[config.mk]
export PLATFORM = sky130hd
export DESIGN_NAME = gnss_binary_frame_parser
export DESIGN_NICKNAME = d
export VERILOG_FILES = /design/src/sv/gbfp_pkg.sv /design/src/sv/gbfp_store.sv /design/src/sv/gbfp_parser.sv /design/src/sv/gnss_binary_frame_parser.sv
export SDC_FILE = /design/constraint.sdc
export NUM_CORES = 2
export LEC_CHECK = 0
export ABC_AREA = 1
export BUFFER_PORTS_ARGS = -buffer_cell sky130_fd_sc_hd__buf_2
export CORE_MARGIN = 2
export CORE_UTILIZATION = 45
export DETAILED_ROUTE_END_ITERATION = 6
export GPL_TIMING_DRIVEN = 0
export PLACE_DENSITY = 0.6
export SLEW_MARGIN = 20
export SYNTH_ARGS = -nofsm -noshare
export SYNTH_HDL_FRONTEND = slang
export SYNTH_SLANG_ARGS = --single-unit
[constraint.sdc]
create_clock -name i_clk -period 15 [get_ports i_clk]
set_input_delay 2.25 -clock i_clk [delete_from_list [all_inputs] [get_ports i_clk]]
set_output_delay 2.25 -clock i_clk [all_outputs]
set_load 0.02 [all_outputs]
[src/sv/gbfp_pkg.sv]
// Shared types and constants for the GNSS binary frame parser.
// No dependencies; every other file imports this package.
package gbfp_pkg;

    localparam int MAX_PAYLOAD_DEF = 256;

    localparam logic [7:0] SYNC_FIRST  = 8'hB5;
    localparam logic [7:0] SYNC_SECOND = 8'h62;

    // request and result kind codes
    localparam logic REQ_BYTE = 1'b0;
    localparam logic REQ_READ = 1'b1;
    localparam logic RK_FRAME = 1'b0;
    localparam logic RK_READ  = 1'b1;

    typedef enum logic [3:0] {
        PH_SYNC1,
        PH_SYNC2,
        PH_CLASS,
        PH_ID,
        PH_LEN1,
        PH_LEN2,
        PH_PAYLOAD,
        PH_CK1,
        PH_CK2
    } t_phase;

    typedef struct packed {
        logic       req_type;
        logic [7:0] rx_byte;
        logic [7:0] read_index;
    } t_in_item;

    typedef struct packed {
        logic       result_kind;
        logic [7:0] frame_class;
        logic [7:0] frame_id;
        logic [8:0] frame_length;
        logic [7:0] read_data;
    } t_out_item;

    // parser to top: checksum-good frame found on this byte
    typedef struct packed {
        logic       ok;
        logic [7:0] frame_class;
        logic [7:0] frame_id;
        logic [8:0] frame_length;
    } t_frame_info;

endpackage

[src/sv/gbfp_store.sv]
// Payload store: single-port-per-cycle byte memory with registered read data.
// Depends on gbfp_pkg. Entries above the high-water mark read as zero.
module gbfp_store #(
    parameter int MAX_PAYLOAD = gbfp_pkg::MAX_PAYLOAD_DEF,
    localparam int AW = (MAX_PAYLOAD > 1) ? $clog2(MAX_PAYLOAD) : 1,
    localparam int CW = $clog2(MAX_PAYLOAD + 1)
) (
    input  logic          i_clk,
    input  logic          i_rst_n,
    input  logic          i_wr_en,
    input  logic [AW-1:0] i_wr_addr,
    input  logic [7:0]    i_wr_data,
    input  logic          i_rd_en,
    input  logic [7:0]    i_rd_idx,
    output logic [7:0]    o_rd_data
);
    import gbfp_pkg::*;

    localparam int XW = (CW > 8) ? CW : 8;

    logic [7:0]    r_mem [MAX_PAYLOAD];
    logic [7:0]    r_rd_data;
    logic [CW-1:0] r_hwm;
    logic [CW-1:0] wr_next;
    logic [AW-1:0] rd_addr;
    logic          rd_hit;

    // frames fill from index 0 upward, so everything below the mark was written
    assign wr_next = CW'(i_wr_addr) + CW'(1);
    assign rd_addr = AW'(i_rd_idx);
    assign rd_hit  = XW'(i_rd_idx) < XW'(r_hwm);

    always_ff @(posedge i_clk) begin
        if (!i_rst_n) begin
            r_hwm <= '0;
        end else if (i_wr_en && (wr_next > r_hwm)) begin
            r_hwm <= wr_next;
        end
    end

    always_ff @(posedge i_clk) begin
        if (i_wr_en) begin
            r_mem[i_wr_addr] <= i_wr_data;
        end
        if (i_rd_en) begin
            r_rd_data <= rd_hit ? r_mem[rd_addr] : 8'd0;
        end
    end

    assign o_rd_data = r_rd_data;

endmodule

[src/sv/gbfp_parser.sv]
// Frame state machine with running Fletcher-8 sums.
// Depends on gbfp_pkg; drives the payload store write port.
module gbfp_parser #(
    parameter int MAX_PAYLOAD = gbfp_pkg::MAX_PAYLOAD_DEF,
    localparam int AW = (MAX_PAYLOAD > 1) ? $clog2(MAX_PAYLOAD) : 1,
    localparam int CW = $clog2(MAX_PAYLOAD + 1)
) (
    input  logic                  i_clk,
    input  logic                  i_rst_n,
    input  logic                  i_en,
    input  logic [7:0]            i_byte,
    output gbfp_pkg::t_frame_info o_frame,
    output logic                  o_wr_en,
    output logic [AW-1:0]         o_wr_addr
);
    import gbfp_pkg::*;

    t_phase        r_phase, n_phase;
    logic [7:0]    r_class, n_class;
    logic [7:0]    r_id, n_id;
    logic [15:0]   r_len, n_len;
    logic [CW-1:0] r_cnt, n_cnt;
    logic [7:0]    r_sum_a, n_sum_a;
    logic [7:0]    r_sum_b, n_sum_b;
    logic [7:0]    r_exp_a, n_exp_a;

    logic [7:0]    add_a;
    logic [7:0]    add_b;
    logic [15:0]   len_full;
    logic          len_fits;
    logic [CW-1:0] cnt_inc;
    logic          last_payload;

    function automatic logic XW_LT(input logic [CW-1:0] cnt);
        XW_LT = 17'(cnt) < 17'(MAX_PAYLOAD);
    endfunction

    assign add_a        = r_sum_a + i_byte;
    assign add_b        = r_sum_b + add_a;
    assign len_full     = {i_byte, r_len[7:0]};
    assign len_fits     = {1'b0, len_full} <= 17'(MAX_PAYLOAD);
    assign cnt_inc      = r_cnt + CW'(1);
    assign last_payload = 16'(cnt_inc) >= r_len;

    // next phase
    always_comb begin
        n_phase = r_phase;
        case (r_phase)
            PH_SYNC1: begin
                if (i_byte == SYNC_FIRST) n_phase = PH_SYNC2;
            end
            PH_SYNC2: begin
                // a bad second sync is not retried as a first sync
                n_phase = (i_byte == SYNC_SECOND) ? PH_CLASS : PH_SYNC1;
            end
            PH_CLASS: n_phase = PH_ID;
            PH_ID:    n_phase = PH_LEN1;
            PH_LEN1:  n_phase = PH_LEN2;
            PH_LEN2: begin
                if (!len_fits) begin
                    n_phase = PH_SYNC1;
                end else if (len_full == 16'd0) begin
                    n_phase = PH_CK1;
                end else begin
                    n_phase = PH_PAYLOAD;
                end
            end
            PH_PAYLOAD: begin
                if (last_payload) n_phase = PH_CK1;
            end
            PH_CK1:  n_phase = PH_CK2;
            PH_CK2:  n_phase = PH_SYNC1;
            default: n_phase = PH_SYNC1;
        endcase
    end

    // datapath registers and outputs
    always_comb begin
        n_class   = r_class;
        n_id      = r_id;
        n_len     = r_len;
        n_cnt     = r_cnt;
        n_sum_a   = r_sum_a;
        n_sum_b   = r_sum_b;
        n_exp_a   = r_exp_a;
        o_wr_en   = 1'b0;
        o_wr_addr = AW'(r_cnt);
        o_frame   = '{ok: 1'b0, frame_class: r_class, frame_id: r_id,
                      frame_length: r_len[8:0]};
        case (r_phase)
            PH_SYNC2: begin
                if (i_byte == SYNC_SECOND) begin
                    n_sum_a = 8'd0;
                    n_sum_b = 8'd0;
                end
            end
            PH_CLASS: begin
                n_class = i_byte;
                n_sum_a = add_a;
                n_sum_b = add_b;
            end
            PH_ID: begin
                n_id    = i_byte;
                n_sum_a = add_a;
                n_sum_b = add_b;
            end
            PH_LEN1: begin
                n_len   = {8'd0, i_byte};
                n_sum_a = add_a;
                n_sum_b = add_b;
            end
            PH_LEN2: begin
                n_len   = len_full;
                n_sum_a = add_a;
                n_sum_b = add_b;
                if (len_fits) n_cnt = '0;
            end
            PH_PAYLOAD: begin
                o_wr_en = i_en && (XW_LT(r_cnt));
                n_sum_a = add_a;
                n_sum_b = add_b;
                n_cnt   = cnt_inc;
            end
            PH_CK1: n_exp_a = i_byte;
            PH_CK2: begin
                // qualified by the top, which also decides whether the beat advances
                o_frame.ok = (r_sum_a == r_exp_a) && (r_sum_b == i_byte);
            end
            default: ;
        endcase
    end

    always_ff @(posedge i_clk) begin
        if (!i_rst_n) begin
            r_phase <= PH_SYNC1;
            r_class <= '0;
            r_id    <= '0;
            r_len   <= '0;
            r_cnt   <= '0;
            r_sum_a <= '0;
            r_sum_b <= '0;
            r_exp_a <= '0;
        end else if (i_en) begin
            r_phase <= n_phase;
            r_class <= n_class;
            r_id    <= n_id;
            r_len   <= n_len;
            r_cnt   <= n_cnt;
            r_sum_a <= n_sum_a;
            r_sum_b <= n_sum_b;
            r_exp_a <= n_exp_a;
        end
    end

endmodule

[src/sv/gnss_binary_frame_parser.sv]
// Top level of the GNSS binary frame parser: input register, parser, store, result register.
// Depends on gbfp_pkg, gbfp_parser and gbfp_store.

// Takes one beat per cycle unless a result is stalled in the result register, either a
// received byte or a payload read request. Each beat is registered in the input register,
// is processed there, and its result (if any) lands in the result register, from which it
// is offered; read data comes straight from the store's registered read port, beside the
// result register.
// Frames are 0xB5 0x62, class, id, 16-bit little-endian length, payload, checksum A/B;
// a checksum-good frame produces one frame result, a bad one produces nothing. Reads
// always produce one result; entries never written since reset read as zero. The store
// needs no clearing pass: it is usable as soon as reset is released.
module gnss_binary_frame_parser #(
    parameter int MAX_PAYLOAD = gbfp_pkg::MAX_PAYLOAD_DEF
) (
    input  logic                i_clk,
    input  logic                i_rst_n,
    input  logic                i_in_valid,
    output logic                o_in_ready,
    input  gbfp_pkg::t_in_item  i_in_data,
    output logic                o_out_valid,
    input  logic                i_out_ready,
    output gbfp_pkg::t_out_item o_out_data
);
    import gbfp_pkg::*;

    localparam int AW = (MAX_PAYLOAD > 1) ? $clog2(MAX_PAYLOAD) : 1;

    logic        r_s1_vld;
    t_in_item    r_s1;
    logic        r_out_vld;
    t_out_item   r_out;

    t_frame_info frame;
    logic        wr_en;
    logic [AW-1:0] wr_addr;
    logic [7:0]  rd_data;
    logic        has_res;
    logic        s1_adv;
    logic        s1_fire;
    logic        is_read;

    assign is_read    = r_s1.req_type == REQ_READ;
    assign has_res    = is_read || frame.ok;
    assign s1_adv     = !has_res || !r_out_vld || i_out_ready;
    assign s1_fire    = r_s1_vld && s1_adv;
    assign o_in_ready = !r_s1_vld || s1_adv;

    gbfp_parser #(.MAX_PAYLOAD(MAX_PAYLOAD)) u_parser (
        .i_clk     (i_clk),
        .i_rst_n   (i_rst_n),
        .i_en      (s1_fire && !is_read),
        .i_byte    (r_s1.rx_byte),
        .o_frame   (frame),
        .o_wr_en   (wr_en),
        .o_wr_addr (wr_addr)
    );

    gbfp_store #(.MAX_PAYLOAD(MAX_PAYLOAD)) u_store (
        .i_clk     (i_clk),
        .i_rst_n   (i_rst_n),
        .i_wr_en   (wr_en),
        .i_wr_addr (wr_addr),
        .i_wr_data (r_s1.rx_byte),
        .i_rd_en   (s1_fire && is_read),
        .i_rd_idx  (r_s1.read_index),
        .o_rd_data (rd_data)
    );

    always_ff @(posedge i_clk) begin
        if (!i_rst_n) begin
            r_s1_vld <= 1'b0;
        end else if (o_in_ready) begin
            r_s1_vld <= i_in_valid;
        end
    end

    always_ff @(posedge i_clk) begin
        if (o_in_ready && i_in_valid) begin
            r_s1 <= i_in_data;
        end
    end

    always_ff @(posedge i_clk) begin
        if (!i_rst_n) begin
            r_out_vld <= 1'b0;
        end else if (s1_fire && has_res) begin
            r_out_vld <= 1'b1;
        end else if (i_out_ready) begin
            r_out_vld <= 1'b0;
        end
    end

    // read data comes from the store's own output register
    always_ff @(posedge i_clk) begin
        if (s1_fire && has_res) begin
            if (is_read) begin
                r_out <= '{result_kind: RK_READ, frame_class: 8'd0, frame_id: 8'd0,
                           frame_length: 9'd0, read_data: 8'd0};
            end else begin
                r_out <= '{result_kind: RK_FRAME, frame_class: frame.frame_class,
                           frame_id: frame.frame_id, frame_length: frame.frame_length,
                           read_data: 8'd0};
            end
        end
    end

    assign o_out_valid = r_out_vld;
    always_comb begin
        o_out_data = r_out;
        o_out_data.read_data = (r_out.result_kind == RK_READ) ? rd_data : 8'd0;
    end

    // a pending result is never dropped while stalled
    a_out_hold: assert property (@(posedge i_clk) disable iff (!i_rst_n)
        (o_out_valid && !i_out_ready) |=> o_out_valid)
        else $error("result dropped while stalled");

    // a blocked item stays in the input register untouched
    a_s1_hold: assert property (@(posedge i_clk) disable iff (!i_rst_n)
        (r_s1_vld && !s1_adv) |=> (r_s1_vld && $stable(r_s1)))
        else $error("input register changed while blocked");

    // parser never writes the store while a read request is being processed
    a_no_wr_on_read: assert property (@(posedge i_clk) disable iff (!i_rst_n)
        (r_s1_vld && is_read) |-> !wr_en)
        else $error("store write during read request");

endmodule
# Word level (Yosys, flattened, before mapping)
# Memories as Yosys holds them, arrays and structs flattened. A register that Yosys moved wholly into a read port is not among the register bits.
# Cells that the tools add are included.
[word_totals]
output_inout_bits = 36
ram_bits = 2048
wordCells = 98
latchBits = 0
inputBits = 21
n_memories = 1
reg_bits = 123
romBits = 0
[op_classes]
add_sub_neg = 4
n_lt_le_gt_ge = 5
reduce_logical = 32
n_mux = 20
div_mod_pow = 0
n_eq_ne = 16
bitwise = 1
shift = 0
multipliers = 0
[memory_table]
columns = ["name", "depth", "word_bits", "rd", "rd_clocked_by_memory_dff", "write_ports", "line_no", "source"]
rows = [
  ["u_store.r_mem", 256, 8, 1, 1, 1, "gbfp_store.sv:21", "logic [7:0] r_mem [MAX_PAYLOAD];"],
]
[op_table]
columns = ["operator", "n"]
rows = [
  ["2-to-1 mux 34 bit", 1],
  ["one-hot mux 16 bit (2 select lines)", 1],
  ["one-hot mux 4 bit (8 select lines)", 1],
  ["one-hot mux 8 bit (2 select lines)", 2],
  ["one-hot mux 9 bit (2 select lines)", 1],
  ["adder 8 bit", 2],
  ["equality test 4 x 3 -> 1 bit, second input constant", 4],
  ["equality test 8 bit", 2],
  ["greater-or-equal comparator 9 x 16 -> 1 bit", 1],
  ["less-or-equal comparator 16 x 9 -> 1 bit, second input constant", 1],
  ["logical NOT 16 bit", 1],
  ["2-to-1 mux 8 bit", 2],
  ["2-to-1 mux 4 bit", 3],
  ["AND reduction 3 bit", 4],
  ["adder 8 x 1 -> 9 bit, second input constant", 1],
  ["adder 9 x 1 -> 9 bit, second input constant", 1],
  ["greater-than comparator 9 bit", 1],
  ["< comparator 8 x 9 -> 1 bit", 1],
  ["< comparator 9 bit, second input constant", 1],
  ["2-to-1 mux 9 bit", 1],
  ["equality test 4 x 2 -> 1 bit, second input constant", 2],
  ["equality test 8 x 7 -> 1 bit, second input constant", 1],
  ["equality test 8 bit, second input constant", 1],
  ["logical AND 1 bit", 8],
  ["other kinds (12)", 34],
]

# Depth between registers and ports, before layout
[depth]
depth_word = 13
ltp_mapped = 18
ltp_nobuf = 18

# Hierarchy
# From an unflattened synthesis, not the netlist that was laid out.
[unflattened]
hier_cells = 7793
hier_area_um2 = 90035.1
[by_module_without_submodules]
columns = ["module", "area_each_um2", "cells_per_inst", "instances", "seq_area_each_um2"]
rows = [
  ["gbfp_store", 84158.2, 7086, 1, 61919.4],
  ["gbfp_parser", 4165.2, 573, 1, 1381.3],
  ["gnss_binary_frame_parser", 1711.6, 134, 1, 1331.3],
]

# Worst setup path before layout
# OpenSTA, ideal clock, no wires.
[synth_timing]
kind = "reg-to-output"
startpoint = "register r_s1[13] (netlist bit)"
endpoint = "output o_in_ready"
t_arrival_ns = 4.511
required_ns = 12.750
path_stages_with_launch = 9
n_path_buf = 1
slack_ns = 8.239
cell_sequence = "edfxtp_1 > buf_2 > xor2_1 > nor2_1 > nand2_1 > nor2_1 > nand2_1 > nand2_1 > nand3_1"
[synth_between]
elab_chain_len = 8
[synth_lines]
columns = ["element", "line_no", "source"]
rows = [
  ["start: declaration", "gnss_binary_frame_parser.sv:30", "t_in_item r_s1;"],
  ["start signal: assignment", "gnss_binary_frame_parser.sv:80", "r_s1 <= i_in_data;"],
  ["equality test 8 bit", "gbfp_parser.sv:127", "o_frame.ok = (r_sum_a == r_exp_a) && (r_sum_b == i_byte);"],
  ["logical AND 1 bit", "gbfp_parser.sv:127", ""],
  ["2-to-1 mux 1 bit", "gbfp_parser.sv:90", "case (r_phase)"],
  ["logical OR 1 bit", "gnss_binary_frame_parser.sv:44", "assign has_res = is_read || frame.ok;"],
  ["logical NOT 1 bit", "gnss_binary_frame_parser.sv:45", "assign s1_adv = !has_res || !r_out_vld || i_out_ready;"],
  ["logical OR 1 bit (2 in a row)", "gnss_binary_frame_parser.sv:45", ""],
  ["logical OR 1 bit", "gnss_binary_frame_parser.sv:47", "assign o_in_ready = !r_s1_vld || s1_adv;"],
  ["end: declaration", "gnss_binary_frame_parser.sv:19", "output logic o_in_ready,"],
]
# No other way between the ends.

# Worst setup path in the final report
[layout_timing]
startpoint = "input i_out_ready"
endpoint = "output o_in_ready"
[layout_between]
elab_chain_len = 2
[layout_lines]
columns = ["element", "line_no", "source"]
rows = [
  ["start: declaration", "gnss_binary_frame_parser.sv:22", "input logic i_out_ready,"],
  ["logical OR 1 bit", "gnss_binary_frame_parser.sv:45", ""],
  ["logical OR 1 bit", "gnss_binary_frame_parser.sv:47", ""],
]
# No other way between the ends.

==> out/metrics.cfg <==
[global_routing]
grt_pass1_wl_mm=472
grt-ovfl-total=0
grt_usage=0.334
antenna_found_initial=24
grt_max_degree=28
grt_pass1_vias=61565

[worst_setup_path]
worstPathArrival_ns=2.96
worstSetupPathType=input port to output port
critPathBufInv=2
critPathCaptureType=output port
crit_top_cell=buf_2
max_stage_delay_ns=0.23
crit_chain=buf_2 -> nor2_1 -> nand3_1 -> buf_2
critPathMaxFanout=3
cp_slowest_cell=nor2_1
start_kind=input port
cp_top_family=simple AND/OR/NAND/NOR gates
cp_data_required_time_ns=12.75

[logic_synthesis]
syn_nets=7600
syn_area_um2=89100
yosys.area_share.adder=0.00649
synth-edff-count=2099
yosysSeqAreaShare=0.726
synth_top_area_cell=edfxtp_1
synth_cell_type_count=50
synthXorXnorAreaFrac=0.00216
yosys.area.top_type_share=0.708
async_reset_ff_frac=0
synth_top_family_by_area=simple AND/OR/NAND/NOR gates
ys_seq_elements=2179
syn_avg_cell_area_um2=11.8
ys.flop_type=edfxtp_1
synth_mux_area_frac=0
synth_simple_gate_area_share=0.166
ys_top_cells_by_area=edfxtp_1 (71%), nand3_1 (6.8%), nand2_1 (5.5%), nor2_1 (3.7%), o21ai_0 (3.4%)
ys_warn_count=0
syn_inst=7534
synth_compound_area_frac=0.0647

[placed_design]
dpl_cell_area_um2=95200
dp_cells=10366
dp_hpwl_mm=246
post-place-ws_ns=9.52
gp_congestion=1.01
port_buffers=56

[clocking]
cts_tree=done
htree_num_levels=4
cts_hold_buf=0
cts_buffers=217
clock_tree.buffer_depth=3
post_cts_buffers=0
clk_transition_reported_paths_ns=0.06
root_buffer=clkbuf_16
clock_latency_ns=0.89
clock-sinks=2179
ctsResizeCount=0

[timing]
tns_ns=0
setup_viol=0
max_freq_mhz=192
hold_viol=0
finalMaxSlewViolations=0
hold_slack_ns=0.450
period_share=0.347
relSlewSlack=0.129
rsz0062_at_grt=no
worst_pin_slew_ns=1.31
clock_skew_ns=0.0500
period_minus_slack_ns=5.21
layout_setup_ws_ns=9.79

[run_status]
status=finished, violations left
violations=design-rule violations

[min_path]
hold_class=flip-flop to flip-flop

[drt]
viasPerCell=6.14
routedWlPerCell_um=32.1
drt_first_iter_violations=10891
route.vias.total=66219
drt_first_pass_iters=7
final_antenna_net_count=0
drt-total-wl_mm=346
drc=5

[cells_and_area]
drive_above_1_share=0.0953
final_area_um2=102000
fill_cells=17223
fin_util=0.518
nets=8012
layout_common_cells=edfxtp_1 (2,099), nand2_1 (1,298), nand3_1 (1,218)
layout_commonest_cell=edfxtp_1
syn_to_final_growth_pct=14.5
final_cells=10777

[floorplanning]
die-width_um=449
die_area_um2=202000
fp.dieH_um=449
io_pins=57
core_um2=197000
rows=163
initial_core_util=0.452

[power]
power.combinational.fraction=0.075
peakVddDrop_uv=92.2
seq_power_share=0.518
p_per_area_nw_per_um2=127
p_int_mw=9.79
pwr-share-clk=0.407
switching_share=0.241
leakage_nw=35.0
p_total_mw=12.9
p_sw_mw=3.12

[run]
maxCapViolCount=0

## sequential cells by signal (all words and copies together) (netlist names)
register	count
u_parser.r_sum_b	8
u_parser.r_exp_a	8
is_read	1
u_parser.r_cnt	9
r_s1	16
u_parser.r_class	8
u_parser.r_sum_a	8
u_parser.r_phase	4
u_parser.r_len	16
o_out_valid	1
u_store.r_mem	2048
o_out_data	26
u_store.r_hwm	9
u_store.o_rd_data	8
u_parser.r_id	8
r_s1_vld	1
## final timing paths
kind	startpoint	to	slack (ns)	depth (start not counted)
max	i_out_ready	o_in_ready	9.79	4
min	is_read$_DFFE_PP_	o_out_data[33]$_DFFE_PP_	0.45	0
max reg2reg	r_s1[1]$_DFFE_PP_	u_store.o_rd_data[7]$_SDFFCE_PP0P_	9.91	14
min reg2reg	is_read$_DFFE_PP_	o_out_data[33]$_DFFE_PP_	0.45	0
## area by class of cell
class | count | area (um2) | area share
Buffer | 512 | 2300 | 0.0226
Multi-Input combinational cell | 4608 | 21400 | 0.210
Tap cell | 2640 | 3300 | 0.0324
Clock inverter | 105 | 876 | 0.00859
Antenna cell | 14 | 35.0 | 0.000344
Clock buffer | 291 | 5800 | 0.0569
Inverter | 235 | 882 | 0.00865
Sequential cell | 2179 | 64600 | 0.634
Timing Repair Buffer | 193 | 2780 | 0.0272
## metal layers
layer  track usage  vias up  wire (um)
li1              -    27824          -
met1         0.435    32676     126000
met2         0.501     4732     152000
met3        0.0905      973      43300
met4         0.199       14      24100
met5             0        -        143
## synthesized netlist by cell type (2+ instances only)
master,count
a21boi_0,2
buf_1,59
buf_2,201
xnor2_1,5
nand2_1,1299
o21ai_0,601
o211ai_1,2
inv_1,229
nand3b_1,3
nand3_1,1218
o21ai_1,26
a21oi_1,192
nor3_1,9
nand4_1,12
inv_2,5
nand2_2,4
xor2_1,17
fa_1,2
clkbuf_1,237
a21o_1,2
buf_6,4
nor2_1,889
ha_1,43
and3_1,8
buf_4,10
nor2_4,2
edfxtp_1,2099
dfxtp_1,80
o22ai_1,248
nand4_4,2
nand3_4,5
## logic make-up (layout without fill, tap and decap cells)
logic type                 count (synthesis)  count (layout)
and+or+nand+nor                         3460            3460
adders and majority gates                 45              45
buffers and inverters                    747            1336
AOI/OAI and AO/OA                       1081            1081
xor gates and xnor gates                  22              22
other                                      0              14
DFF                                     2179            2179
## power groups by stage
stage               clock (mW)  combinational [mW]  sequential [mW]
detailed placement           0               0.925             6.81
floorplan                    0               0.388             6.87
finish                    5.25               0.971             6.68
global route              5.46               0.988             6.68
CTS                       5.25               0.927             6.68
global placement             0               0.753             6.97
Note: power is estimated with default switching activity, not from simulation.
